===== src/hw/rtl/clnws_pkg.sv =====
package clnws_pkg;

  localparam int unsigned CmdW      = 2;
  localparam int unsigned ByteW     = 8;
  localparam int unsigned NibbleW   = 4;
  localparam int unsigned WaitW     = 8;
  localparam int unsigned StepW     = 5;
  localparam int unsigned ModeW     = 2;

  localparam logic [CmdW-1:0] CMD_TICK  = 2'd0;
  localparam logic [CmdW-1:0] CMD_INIT  = 2'd1;
  localparam logic [CmdW-1:0] CMD_INSTR = 2'd2;
  localparam logic [CmdW-1:0] CMD_DATA  = 2'd3;

  localparam logic [ModeW-1:0] MODE_IDLE  = 2'd0;
  localparam logic [ModeW-1:0] MODE_INIT  = 2'd1;
  localparam logic [ModeW-1:0] MODE_WRITE = 2'd2;

  localparam logic [StepW-1:0] INIT_LAST   = 5'd20;
  localparam logic [StepW-1:0] WRITE_LAST  = 5'd3;
  localparam logic [StepW-1:0] INIT_CHAIN  = 5'd6;
  localparam logic [WaitW-1:0] POWER_UP_WAIT = 8'd31;
  localparam logic [WaitW-1:0] FIRST_GAP     = 8'd5;
  localparam logic [WaitW-1:0] SECOND_GAP    = 8'd1;
  localparam logic [WaitW-1:0] EWT_RESET     = 8'd1;

  typedef struct packed {
    logic [CmdW-1:0]  command;
    logic [ByteW-1:0] byte_value;
  } req_t;

  typedef struct packed {
    logic               pin_rs;
    logic               pin_enable;
    logic [NibbleW-1:0] pin_data;
    logic               busy_res;
    logic               rejected;
    logic               finished;
  } res_t;

  function automatic logic [NibbleW-1:0] init_nibble(input logic [3:0] j);
    logic [NibbleW-1:0] n;
    case (j)
      4'd0, 4'd1, 4'd2: n = 4'h3;
      4'd3, 4'd4:       n = 4'h2;
      4'd5:             n = 4'h8;
      4'd7:             n = 4'hC;
      4'd9:             n = 4'h6;
      default:          n = 4'h0;
    endcase
    return n;
  endfunction

  function automatic logic [WaitW-1:0] init_wait(input logic [StepW-1:0] k,
                                                 input logic [WaitW-1:0] ewt);
    logic [WaitW-1:0] w;
    if (k == '0) begin
      w = POWER_UP_WAIT;
    end else if (k[0]) begin
      w = ewt;
    end else if (k == 5'd2) begin
      w = FIRST_GAP;
    end else if (k == 5'd4) begin
      w = SECOND_GAP;
    end else begin
      w = '0;
    end
    return w;
  endfunction

endpackage


===== src/hw/rtl/clnws_ifs.sv =====
interface clnws_req_if;
  import clnws_pkg::*;
  logic             valid;
  logic             ready;
  logic [CmdW-1:0]  command;
  logic [ByteW-1:0] byte_value;
  modport source (output valid, output command, output byte_value, input ready);
  modport sink   (input valid, input command, input byte_value, output ready);
endinterface

interface clnws_res_if;
  import clnws_pkg::*;
  logic               valid;
  logic               ready;
  logic               pin_rs;
  logic               pin_enable;
  logic [NibbleW-1:0] pin_data;
  logic               busy_res;
  logic               rejected;
  logic               finished;
  modport source (output valid, output pin_rs, output pin_enable, output pin_data,
                  output busy_res, output rejected, output finished, input ready);
  modport sink   (input valid, input pin_rs, input pin_enable, input pin_data,
                  input busy_res, input rejected, input finished, output ready);
endinterface

interface clnws_cfg_if;
  import clnws_pkg::*;
  logic             valid;
  logic             ready;
  logic [WaitW-1:0] data;
  modport source (output valid, output data, input ready);
  modport sink   (input valid, input data, output ready);
endinterface


===== src/hw/rtl/char_lcd_nibble_write_sequencer_unit.sv =====
// Channel | Dir | Payload                                            | Accepted when
// req_i   | in  | command, byte_value                                | valid && ready
// res_o   | out | pin_rs, pin_enable, pin_data, busy_res, rejected,  | valid && ready
//         |     | finished                                           |
// cfg_i   | in  | data (enable_wait_ticks)                           | valid && ready
//
// Each item passes an input register and a result register, one item per cycle
// sustained while the result is not stalled. The sequencer step and wait counters
// are updated in the cycle the item moves from the input register to the result
// register. Reset returns the sequencer to idle and enable_wait_ticks to 1.
// A stalled result holds the result register and a full input register; cfg_i is always ready.
module char_lcd_nibble_write_sequencer_unit (
  input  logic              clk_i,
  input  logic              rst_ni,
  clnws_req_if.sink         req_i,
  clnws_res_if.source       res_o,
  clnws_cfg_if.sink         cfg_i
);
  import clnws_pkg::*;

  logic               in_valid_q;
  req_t               in_q;
  logic               out_valid_q;
  res_t               out_q;
  logic               fire;

  logic [WaitW-1:0]   ewt_q;
  logic [ModeW-1:0]   mode_q, mode_d;
  logic [StepW-1:0]   step_q, step_d;
  logic [WaitW-1:0]   wait_q, wait_d;
  logic [ByteW-1:0]   byte_q, byte_d;
  logic               rs_q, rs_d;
  logic               en_q, en_d;
  logic [NibbleW-1:0] bus_q, bus_d;
  res_t               res_d;

  logic               run, found, apply, rejected, finished;
  logic [StepW-1:0]   s, k, kk;
  logic [WaitW-1:0]   w1;

  assign fire        = in_valid_q && (!out_valid_q || res_o.ready);
  assign req_i.ready = !in_valid_q || fire;
  assign cfg_i.ready = 1'b1;

  always_comb begin
    mode_d   = mode_q;
    step_d   = step_q;
    wait_d   = wait_q;
    byte_d   = byte_q;
    rs_d     = rs_q;
    en_d     = en_q;
    bus_d    = bus_q;
    rejected = 1'b0;
    finished = 1'b0;
    run      = 1'b0;
    s        = step_q;
    w1       = (wait_q == '0) ? '0 : wait_q - 1'b1;
    found    = 1'b0;
    k        = '0;
    kk       = '0;
    apply    = 1'b0;

    if (in_q.command == CMD_TICK) begin
      if (mode_q != MODE_IDLE) begin
        wait_d = w1;
        run    = (w1 == '0);
      end
    end else if (mode_q != MODE_IDLE) begin
      rejected = 1'b1;
    end else begin
      s      = '0;
      step_d = '0;
      wait_d = '0;
      run    = 1'b1;
      if (in_q.command == CMD_INIT) begin
        mode_d = MODE_INIT;
      end else begin
        mode_d = MODE_WRITE;
        byte_d = in_q.byte_value;
        rs_d   = (in_q.command == CMD_DATA);
      end
    end

    // Find the first action from step s that loads a nonzero wait; all actions
    // before it chain within this item and only its pin levels remain visible.
    if (run) begin
      if (mode_d == MODE_INIT) begin
        if (ewt_q != '0) begin
          if (s <= INIT_LAST && (s < INIT_CHAIN || s[0])) begin
            found = 1'b1;
            k     = s;
          end else if (s < INIT_LAST) begin
            found = 1'b1;
            k     = s + 1'b1;
          end
        end else if (s == '0) begin
          found = 1'b1;
          k     = 5'd0;
        end else if (s <= 5'd2) begin
          found = 1'b1;
          k     = 5'd2;
        end else if (s <= 5'd4) begin
          found = 1'b1;
          k     = 5'd4;
        end
        kk    = found ? k : INIT_LAST;
        apply = found || (s <= INIT_LAST);
        if (apply) begin
          rs_d = 1'b0;
          en_d = kk[0];
          bus_d = (kk == '0) ? '0 : init_nibble(4'((kk - 1'b1) >> 1));
        end
        if (found) begin
          wait_d = init_wait(k, ewt_q);
        end
      end else begin
        if (ewt_q != '0 && s <= WRITE_LAST) begin
          found = 1'b1;
          k     = s;
        end
        kk    = found ? k : WRITE_LAST;
        apply = found || (s <= WRITE_LAST);
        if (apply) begin
          en_d  = !kk[0];
          bus_d = (kk < 5'd2) ? byte_d[ByteW-1 -: NibbleW] : byte_d[NibbleW-1:0];
        end
        if (found) begin
          wait_d = ewt_q;
        end
      end
      if (found) begin
        step_d = k + 1'b1;
      end else begin
        mode_d   = MODE_IDLE;
        step_d   = '0;
        finished = 1'b1;
      end
    end

    res_d.pin_rs     = rs_d;
    res_d.pin_enable = en_d;
    res_d.pin_data   = bus_d;
    res_d.busy_res   = (mode_d != MODE_IDLE);
    res_d.rejected   = rejected;
    res_d.finished   = finished;
  end

  always_ff @(posedge clk_i or negedge rst_ni) begin
    if (!rst_ni) begin
      in_valid_q  <= 1'b0;
      out_valid_q <= 1'b0;
      ewt_q       <= EWT_RESET;
      mode_q      <= MODE_IDLE;
      step_q      <= '0;
      wait_q      <= '0;
      byte_q      <= '0;
      rs_q        <= 1'b0;
      en_q        <= 1'b0;
      bus_q       <= '0;
    end else begin
      if (cfg_i.valid) begin
        ewt_q <= cfg_i.data;
      end
      if (req_i.ready) begin
        in_valid_q <= req_i.valid;
      end
      if (fire) begin
        out_valid_q <= 1'b1;
        mode_q      <= mode_d;
        step_q      <= step_d;
        wait_q      <= wait_d;
        byte_q      <= byte_d;
        rs_q        <= rs_d;
        en_q        <= en_d;
        bus_q       <= bus_d;
      end else if (res_o.ready) begin
        out_valid_q <= 1'b0;
      end
    end
  end

  always_ff @(posedge clk_i) begin
    if (req_i.valid && req_i.ready) begin
      in_q.command    <= req_i.command;
      in_q.byte_value <= req_i.byte_value;
    end
    if (fire) begin
      out_q <= res_d;
    end
  end

  assign res_o.valid      = out_valid_q;
  assign res_o.pin_rs     = out_q.pin_rs;
  assign res_o.pin_enable = out_q.pin_enable;
  assign res_o.pin_data   = out_q.pin_data;
  assign res_o.busy_res   = out_q.busy_res;
  assign res_o.rejected   = out_q.rejected;
  assign res_o.finished   = out_q.finished;

endmodule


===== src/flat_wrapper.sv =====
// flat-port wrapper written by rule: the top's interface ports become plain ports
module char_lcd_nibble_write_sequencer_unit_flat import clnws_pkg::*;
  (clk_i, rst_ni, req_i_valid, req_i_command, req_i_byte_value, req_i_ready, res_o_valid, res_o_pin_rs, res_o_pin_enable, res_o_pin_data, res_o_busy_res, res_o_rejected, res_o_finished, res_o_ready, cfg_i_valid, cfg_i_data, cfg_i_ready);
  clnws_req_if req_i_i ();
  clnws_res_if res_o_i ();
  clnws_cfg_if cfg_i_i ();
  input  logic clk_i;
  input  logic rst_ni;
  input wire logic [$bits(req_i_i.valid)-1:0] req_i_valid;
  input wire logic [$bits(req_i_i.command)-1:0] req_i_command;
  input wire logic [$bits(req_i_i.byte_value)-1:0] req_i_byte_value;
  output wire logic [$bits(req_i_i.ready)-1:0] req_i_ready;
  output wire logic [$bits(res_o_i.valid)-1:0] res_o_valid;
  output wire logic [$bits(res_o_i.pin_rs)-1:0] res_o_pin_rs;
  output wire logic [$bits(res_o_i.pin_enable)-1:0] res_o_pin_enable;
  output wire logic [$bits(res_o_i.pin_data)-1:0] res_o_pin_data;
  output wire logic [$bits(res_o_i.busy_res)-1:0] res_o_busy_res;
  output wire logic [$bits(res_o_i.rejected)-1:0] res_o_rejected;
  output wire logic [$bits(res_o_i.finished)-1:0] res_o_finished;
  input wire logic [$bits(res_o_i.ready)-1:0] res_o_ready;
  input wire logic [$bits(cfg_i_i.valid)-1:0] cfg_i_valid;
  input wire logic [$bits(cfg_i_i.data)-1:0] cfg_i_data;
  output wire logic [$bits(cfg_i_i.ready)-1:0] cfg_i_ready;
  assign req_i_i.valid = req_i_valid;
  assign req_i_i.command = req_i_command;
  assign req_i_i.byte_value = req_i_byte_value;
  assign req_i_ready = req_i_i.ready;
  assign res_o_valid = res_o_i.valid;
  assign res_o_pin_rs = res_o_i.pin_rs;
  assign res_o_pin_enable = res_o_i.pin_enable;
  assign res_o_pin_data = res_o_i.pin_data;
  assign res_o_busy_res = res_o_i.busy_res;
  assign res_o_rejected = res_o_i.rejected;
  assign res_o_finished = res_o_i.finished;
  assign res_o_i.ready = res_o_ready;
  assign cfg_i_i.valid = cfg_i_valid;
  assign cfg_i_i.data = cfg_i_data;
  assign cfg_i_ready = cfg_i_i.ready;
  char_lcd_nibble_write_sequencer_unit u_core (.clk_i(clk_i), .rst_ni(rst_ni), .req_i(req_i_i), .res_o(res_o_i), .cfg_i(cfg_i_i));
endmodule

===== config.mk =====
export PLATFORM = sky130hd
export DESIGN_NAME = char_lcd_nibble_write_sequencer_unit_flat
export DESIGN_NICKNAME = d
export VERILOG_FILES = /design/src/hw/rtl/clnws_pkg.sv /design/src/hw/rtl/clnws_ifs.sv /design/src/hw/rtl/char_lcd_nibble_write_sequencer_unit.sv /design/src/flat_wrapper.sv
export SDC_FILE = /design/constraint.sdc
export NUM_CORES = 1
export LEC_CHECK = 0
export BUFFER_PORTS_ARGS = -buffer_cell sky130_fd_sc_hd__clkbuf_2
export CELL_PAD_IN_SITES_DETAIL_PLACEMENT = 0
export CELL_PAD_IN_SITES_GLOBAL_PLACEMENT = 1
export CORE_UTILIZATION = 42
export DETAILED_ROUTE_END_ITERATION = 10
export PLACE_DENSITY_LB_ADDON = 0.12
export SLEW_MARGIN = 30
export SYNTH_ARGS = -nofsm -noshare
export SYNTH_HDL_FRONTEND = slang
export SYNTH_SLANG_ARGS = --single-unit

===== constraint.sdc =====
create_clock -name clk_i -period 2.85 [get_ports clk_i]
set_clock_uncertainty 0.05 [all_clocks]
set_input_delay 0 -clock clk_i [delete_from_list [all_inputs] [get_ports clk_i]]
set_output_delay 0 -clock clk_i [all_outputs]
set_load 0.01 [all_outputs]

Word level (Yosys, flattened, before mapping)
Memories as Yosys holds them, arrays and structs flattened.
Cells that the tools add are included.
Word-level totals
  flip-flop bits (word level): 58
  input bits: 23
  output and inout bits: 12
  bits in latches: 0
  logic and storage cells: 132
  RAM bits: 0
  ROM bits: 64
  memories: 1
Memory list
  (no name shown): words 16, width 4, read ports 1, clocked after Yosys merged registers in 0, write ports 0, line clnws_pkg.sv:43  | case (j)
Operators by class
  reductions and logical operators: 22
  divide/modulo/power cells: 0
  bitwise operators: 0
  muxes and demuxes: 75
  shift-type cells: 0
  order comparisons: 7
  add/subtract/negate cells: 4
  multiply operators: 0
  equal/unequal tests: 5
Operators by type and width (number)
  2-to-1 mux 8 bit: 14
  2-to-1 mux 5 bit: 18
  2-to-1 mux 1 bit: 31
  2-to-1 mux 4 bit: 6
  logical NOT 8 bit: 2
  logical NOT 5 bit: 3
  adder 5 x 1 -> 5 bit (second input constant): 2
  less-or-equal comparator 5 x 2 -> 1 bit (second input constant): 2
  2-to-1 mux 2 bit: 5
  nonzero test 8 bit: 1
  subtractor 8 x 1 -> 8 bit (second input constant): 1
  nonzero test 2 bit: 3
  == test 5 x 2 -> 1 bit (second input constant): 1
  == test 5 x 3 -> 1 bit (second input constant): 1
  less-or-equal comparator 5 x 3 -> 1 bit (second input constant): 1
  less-or-equal comparator 5 bit (second input constant): 1
  logical OR 1 bit: 5
  < comparator 5 x 2 -> 1 bit (second input constant): 1
  < comparator 5 x 3 -> 1 bit (second input constant): 1
  < comparator 5 bit (second input constant): 1
  subtractor 5 x 1 -> 5 bit (second input constant): 1
  == test 2 x 1 -> 1 bit (second input constant): 2
  logical AND 1 bit: 4
  logical NOT 1 bit: 3
  other kinds (3): 3

Logic depth before layout (Yosys ltp)
  depth after elaboration: 18
  depth in mapped cells: 14
  depth with buffers taken out: 12

Least setup slack after synthesis
OpenSTA, ideal clock, no wires.
  path type: reg-to-reg
  start point: reg u_core.ewt_q[5]
  end point: reg u_core.out_q, in the netlist u_core.res_o.pin_data[0], data pin
  arrival: 2.725 ns
  period minus slack after synthesis: 3.034 ns
  cell stages (with the launch flop): 13
  data required time: 2.540 ns
  path slack: -0.184 ns
  buffers on the path: 0
  setup time: 0.260 ns
  path through: dfrtp_1 > or4_1 > nor2_1 > nand3_1 > a21oi_1 > inv_1 > ha_1 > nor3_1 > nand3_1 > a31oi_1 > or2_2 > o31ai_1 > mux2_2
Between the ends
  word-level cells in the longest chain between the ends: 11
  elaborated cells between the ends (all ways): 28
  those cells by class: add/sub (1); order compare (1); mux (20); reduce/logical (5); memory (1)
Ends and longest elaborated chain
  start, declared: line char_lcd_nibble_write_sequencer_unit.sv:27  | logic [WaitW-1:0] ewt_q;
  start signal, assigned: line char_lcd_nibble_write_sequencer_unit.sv:162  | ewt_q <= cfg_i.data;
  nonzero test 8 bit *: line char_lcd_nibble_write_sequencer_unit.sv:88, char_lcd_nibble_write_sequencer_unit.sv:117
  2-to-1 mux 5 bit (tied with other cells): line char_lcd_nibble_write_sequencer_unit.sv:88  | if (ewt_q != '0) begin
  2-to-1 mux 5 bit (tied with other cells): line char_lcd_nibble_write_sequencer_unit.sv:87  | if (mode_d == MODE_INIT) begin
  2-to-1 mux 5 bit (tied with other cells): line char_lcd_nibble_write_sequencer_unit.sv:86  | if (run) begin
  2-to-1 mux 5 bit (tied with other cells): line char_lcd_nibble_write_sequencer_unit.sv:106  | kk = found ? k : INIT_LAST;
  subtractor 5 x 1 -> 5 bit / 2-to-1 mux 5 bit (equally long branches): line char_lcd_nibble_write_sequencer_unit.sv:111, char_lcd_nibble_write_sequencer_unit.sv:121
  memory (16 x 4 bit) / < comparator 5 x 2 -> 1 bit (equally long branches)
  2-to-1 mux 4 bit (on tied branches): line char_lcd_nibble_write_sequencer_unit.sv:111, char_lcd_nibble_write_sequencer_unit.sv:125
  2-to-1 mux 4 bit (on tied branches): line char_lcd_nibble_write_sequencer_unit.sv:108, char_lcd_nibble_write_sequencer_unit.sv:123
  2-to-1 mux 4 bit *: line char_lcd_nibble_write_sequencer_unit.sv:87
  2-to-1 mux 4 bit *: line char_lcd_nibble_write_sequencer_unit.sv:86
  via u_core.bus_d[0]: line char_lcd_nibble_write_sequencer_unit.sv:34  | logic [NibbleW-1:0] bus_q, bus_d;
  end signal, assigned: line char_lcd_nibble_write_sequencer_unit.sv:188  | out_q <= res_d;
  end, declared: line char_lcd_nibble_write_sequencer_unit.sv:24  | res_t out_q;
The timed path passes the listed nets; every way through them passes the cells marked *. The select of a mux whose other input is x is not followed.
A chain may end at the register's enable or synchronous reset.

Final worst setup path
  start point: reg u_core.ewt_q[7]
  end point: reg u_core.out_q, in the netlist u_core.res_o.pin_data[2], data pin
The elaborated chain is that of the path after synthesis.

==> impl_metrics.prom <==
# TYPE chip_impl_metric gauge
chip_impl_metric{name="cts_sinks",unit=""} 58
chip_impl_metric{name="synthArstFlopShare",unit="%"} 67.24
chip_impl_info{name="synth_top_flop_cell",value="sky130_fd_sc_hd__dfrtp_1"} 1
chip_impl_metric{name="die_w",unit="um"} 93.07
chip_impl_info{name="violations",value="negative setup slack"} 1
chip_impl_metric{name="clk_pin_slew",unit="ps"} 80
chip_impl_metric{name="ys_types",unit=""} 66
chip_impl_info{name="cts.root.buffer_cell",value="sky130_fd_sc_hd__clkbuf_8"} 1
chip_impl_metric{name="drc",unit=""} 0
chip_impl_metric{name="static-leakage-power",unit="nW"} 1.968
chip_impl_metric{name="final_antenna_net_count",unit=""} 0
chip_impl_metric{name="clk_path_buf_depth",unit=""} 2
chip_impl_info{name="maxUsedRoutingLayer",value="met4"} 1
chip_impl_info{name="worst_path_most_repeated_cell",value="sky130_fd_sc_hd__buf_4"} 1
chip_impl_metric{name="count_of_yosys_warnings_during_synthesis",unit=""} 0
chip_impl_metric{name="post-route-period-util",unit="%"} 100.8
chip_impl_metric{name="worst_hold_slack",unit="ps"} 21.94
chip_impl_metric{name="die-area",unit="sq mm"} 0.008662
chip_impl_info{name="commonest_non_fill_non_tap_cell_in_the_layout",value="sky130_fd_sc_hd__buf_4"} 1
chip_impl_info{name="timing.setup.critical_path_class",value="flop to flop"} 1
chip_impl_metric{name="critical_path.max_stage_delay",unit="ps"} 530
chip_impl_metric{name="wl_met2",unit="mm"} 5.111
chip_impl_metric{name="clockPowerShare",unit="%"} 17.1
chip_impl_metric{name="max_freq",unit="MHz"} 348.1
chip_impl_metric{name="pwr-share-comb",unit="%"} 56.6
chip_impl_metric{name="detail_route.vias_per_cell",unit=""} 5.693
chip_impl_metric{name="dpl_worst_slack",unit="ps"} -150.2
chip_impl_metric{name="crit_path_max_fanout",unit=""} 4
chip_impl_metric{name="finalSetupTns",unit="ps"} -64.03
chip_impl_metric{name="gp_congestion",unit=""} 0.9689
chip_impl_metric{name="layout-area-overhead-vs-synth",unit="%"} 38.69
chip_impl_metric{name="initial_drc_count",unit=""} 243
chip_impl_metric{name="final_net_count",unit=""} 496
chip_impl_info{name="critical_path.endpoint_type",value="flop"} 1
chip_impl_metric{name="max_slew_margin",unit="%"} 61.02
chip_impl_metric{name="dr_total_vias",unit=""} 3279
chip_impl_metric{name="via_count_of_the_first_global_routing_pass",unit=""} 3345
chip_impl_metric{name="floorplan.initialDensity",unit="%"} 44.16
chip_impl_info{name="worst_path_max_delay_cell",value="sky130_fd_sc_hd__or4_4"} 1
chip_impl_metric{name="finalWorstPathRequiredPeriod",unit="ps"} 2873
chip_impl_metric{name="wl_met1",unit="mm"} 4.922
chip_impl_metric{name="post_synthesis_sequential_area_ratio",unit="%"} 44.43
chip_impl_metric{name="layout.area.seq",unit="sq mm"} 0.001548
chip_impl_metric{name="cp_num_buf_inv",unit=""} 2
chip_impl_metric{name="number_of_hold_violations_in_the_final_report",unit=""} 0
chip_impl_info{name="outcome",value="finished, violations left"} 1
chip_impl_metric{name="yosys_reg_bits",unit=""} 58
chip_impl_metric{name="grt_remaining_overflow",unit=""} 0
chip_impl_info{name="crit_family",value="simple AND/OR/NAND/NOR gates"} 1
chip_impl_metric{name="synthesis.area",unit="sq mm"} 0.003483
chip_impl_metric{name="synth_area_per_cell",unit="sq um"} 9.868
chip_impl_metric{name="area_of_the_multi_input_gates",unit="sq mm"} 0.001978
chip_impl_metric{name="detail_route.wirelength",unit="mm"} 10.70
chip_impl_metric{name="finalSetupViolCount",unit=""} 3
chip_impl_info{name="synth_top_area_cell",value="sky130_fd_sc_hd__dfrtp_1"} 1
chip_impl_metric{name="syn_inst",unit=""} 353
chip_impl_metric{name="vdd_ir_drop_max",unit="uV"} 426.3
chip_impl_metric{name="synth_top_area_share",unit="%"} 27.30
chip_impl_metric{name="die_y",unit="um"} 93.07
chip_impl_info{name="tritoncts",value="built"} 1
chip_impl_metric{name="grt_antenna_before_repair",unit=""} 0
chip_impl_metric{name="part_of_the_total_power_dissipated_in_sequential_elements",unit="%"} 26.2
chip_impl_metric{name="num-fill-cells",unit=""} 640
chip_impl_info{name="layout.cells.most_common_list",value="sky130_fd_sc_hd__buf_4, sky130_fd_sc_hd__dfrtp_1, sky130_fd_sc_hd__clkbuf_2"} 1
chip_impl_metric{name="internal-power",unit="mW"} 2.937
chip_impl_info{name="ys_top_cells_by_area",value="sky130_fd_sc_hd__dfrtp_1, sky130_fd_sc_hd__edfxtp_1, sky130_fd_sc_hd__mux2_2"} 1
chip_impl_metric{name="max_cap_violations",unit=""} 0
chip_impl_metric{name="netSwitchingPower",unit="mW"} 1.988
chip_impl_metric{name="cts_made_buffers",unit=""} 9
chip_impl_metric{name="global_route.usage.total",unit="%"} 26.56
chip_impl_metric{name="detailedRoute.firstPassIterationCount",unit=""} 4
chip_impl_metric{name="antennaDiodeCount",unit=""} 0
chip_impl_metric{name="place.detailed.hpwl",unit="mm"} 7.553
chip_impl_metric{name="clock_insertion_delay_worst_skew",unit="ps"} 340
chip_impl_metric{name="slew_violations",unit=""} 0
chip_impl_metric{name="grt_first_pass_wirelength",unit="mm"} 17.24
chip_impl_metric{name="largest_net_degree_at_the_start_of_global_routing",unit=""} 40
chip_impl_metric{name="worst-endpoint-arrival",unit="ps"} 2900
chip_impl_metric{name="post-route-worst-setup-slack",unit="ps"} -22.74
chip_impl_metric{name="netSwitchingFraction",unit="%"} 40.36
chip_impl_info{name="timing.critical_path.from_type",value="flop"} 1
chip_impl_info{name="critical_path.cell_chain",value="or4_4 -> buf_4 -> o22ai_2 -> o21bai_4 -> buf_4 -> ha_4 -> nor3_2 -> nand3_1 -> a31oi_2 -> or2_4 -> mux2i_1 -> o221ai_1"} 1
chip_impl_metric{name="postSynthNetCount",unit=""} 380
chip_impl_metric{name="cts-htree-levels",unit=""} 3
chip_impl_metric{name="routedWlPerCell",unit="um"} 18.58
chip_impl_info{name="rsz0062_at_grt",value="true"} 1
chip_impl_metric{name="core_area",unit="sq mm"} 0.007888
chip_impl_metric{name="synth_edf_count",unit=""} 19
chip_impl_metric{name="pd_cells",unit="mW/mm^2"} 1019
chip_impl_metric{name="row_count",unit=""} 32
chip_impl_metric{name="routed-wl-met3",unit="um"} 435
chip_impl_info{name="hold_class",value="input port to flop"} 1
chip_impl_metric{name="required_worst_endpoint",unit="ps"} 2880
chip_impl_metric{name="port_buffers",unit=""} 33
chip_impl_metric{name="post_route_cells_drive_above_1_share",unit="%"} 38.61
chip_impl_metric{name="max_slew.worst_pin.slew",unit="ps"} 584.8
chip_impl_metric{name="ios",unit=""} 35
-- worst paths after layout --
kind                       cells after the start  slack [ps]                       end               from
setup / recovery                              12         -20  u_core.res_o.pin_data[2]    u_core.ewt_q[7]
hold / removal                                 2          20           u_core.ewt_q[3]        cfg_i_valid
setup reg to reg                              12         -20  u_core.res_o.pin_data[2]    u_core.ewt_q[7]
hold reg to reg                                1         450        u_core.res_o.valid  u_core.in_valid_q
max in group asynchronous                      2        2170          u_core.step_q[4]             rst_ni
min in group asynchronous                      2         170          u_core.wait_q[7]             rst_ni
-- cell families (layout without fill, tap and decap cells) --
kind of cell,after synthesis,after routing,synth area share (%)
mux,26,26,9.231
other cells,1,1,0.1077
buf+inv,30,151,4.346
flops,58,58,44.43
xor+xnor,3,3,0.7544
fa+ha+maj,4,4,1.437
simple gates,122,122,19.25
compound gates,109,109,20.44
-- layout make-up --
cell class,instances,area share (%)
repair buffers,126,19.32
well taps,102,2.642
clock inverters,5,1.632
multi-input cells,265,40.95
clock buffers,11,2.720
inverters,9,0.6993
flip-flops and latches,58,32.04
-- state kept, by name, summed over array words and instances (netlist names) --
name	cells
u_core.res_o.busy_res	1
u_core.in_valid_q	1
u_core.step_q	5
u_core.res_o.rejected	1
u_core.en_q	1
u_core.res_o.pin_data	4
u_core.bus_q	4
u_core.ewt_q	8
u_core.res_o.valid	1
u_core.mode_q	2
u_core.res_o.pin_enable	1
u_core.in_q	10
u_core.rs_q	1
u_core.res_o.finished	1
u_core.byte_q	8
u_core.wait_q	8
u_core.res_o.pin_rs	1
-- per-layer routing --
layer | vias up | GRT usage, %
met3 | 17 | 4.553
met2 | 90 | 43.26
met5 | - | 0
met4 | 0 | 12.56
met1 | 1600 | 34.32
li1 | 1572 | -
-- repair_timing --
action                                  CTS  global route
pin swaps                                13            13
endpoints found under the hold margin    58             0
endpoints found under the setup margin    6             9
gates resized for setup                  14            17
hold buffers                             22             0
setup buffers                             9             2
gates cloned                              0             0
-- power groups by stage --
stage               registers, mW  clock network (mW)  logic [mW]
floorplan                    1.29                   0        1.51
global placement             1.29                   0        2.37
detailed placement           1.30                   0        2.37
CTS                          1.29               0.848        2.56
global route                 1.32               0.894        3.01
finish                       1.29               0.844        2.79
-- worst reg2reg max path, delay by kind of cell, from the launching register on --
family,cells,cell delay (ps)
AOI/OAI and AO/OA,4,560
DFF,1,430
and+or+nand+nor,4,920
adders and majority gates,1,150
muxes,1,190
buffers and inverters,2,320
-- cells in the mapped netlist (2+ instances only) --
cell type	count
sky130_fd_sc_hd__mux4_2	3
sky130_fd_sc_hd__nor3b_1	4
sky130_fd_sc_hd__buf_2	4
sky130_fd_sc_hd__edfxtp_1	19
sky130_fd_sc_hd__o21ai_0	24
sky130_fd_sc_hd__o22ai_1	2
sky130_fd_sc_hd__o21ai_1	4
sky130_fd_sc_hd__o311ai_1	2
sky130_fd_sc_hd__or4_1	3
sky130_fd_sc_hd__o22a_1	2
sky130_fd_sc_hd__inv_1	8
sky130_fd_sc_hd__dfrtp_1	38
sky130_fd_sc_hd__xnor2_1	2
sky130_fd_sc_hd__mux2i_1	4
sky130_fd_sc_hd__buf_6	4
sky130_fd_sc_hd__nand3_1	6
sky130_fd_sc_hd__or3_1	5
sky130_fd_sc_hd__ha_1	4
sky130_fd_sc_hd__o211ai_1	5
sky130_fd_sc_hd__nor3_1	11
sky130_fd_sc_hd__o221a_2	2
sky130_fd_sc_hd__and2_1	2
sky130_fd_sc_hd__or2_2	5
sky130_fd_sc_hd__nand2b_1	8
sky130_fd_sc_hd__o21a_1	6
sky130_fd_sc_hd__nor2_1	26
sky130_fd_sc_hd__o31ai_1	7
sky130_fd_sc_hd__clkbuf_1	12
sky130_fd_sc_hd__a211oi_1	2
sky130_fd_sc_hd__a22oi_1	2
sky130_fd_sc_hd__nor4_1	2
sky130_fd_sc_hd__mux2_2	19
sky130_fd_sc_hd__nor4_2	2
sky130_fd_sc_hd__o221ai_1	5
sky130_fd_sc_hd__a31oi_1	9
sky130_fd_sc_hd__a21oi_1	25
sky130_fd_sc_hd__nor4b_1	5
sky130_fd_sc_hd__nand2_1	32
-- stage by stage --
step	utilization, %	total power, mW	cells	area [sq um]
global placement	52.57	3.653	527	4146
finish	61.25	4.925	576	4831
CTS	59.98	4.693	574	4731
detailed placement	52.60	3.673	527	4149
global route	61.25	5.232	576	4831
floorplan	-	2.802	353	3508
No activity file was read; power rests on OpenSTA's default activity.
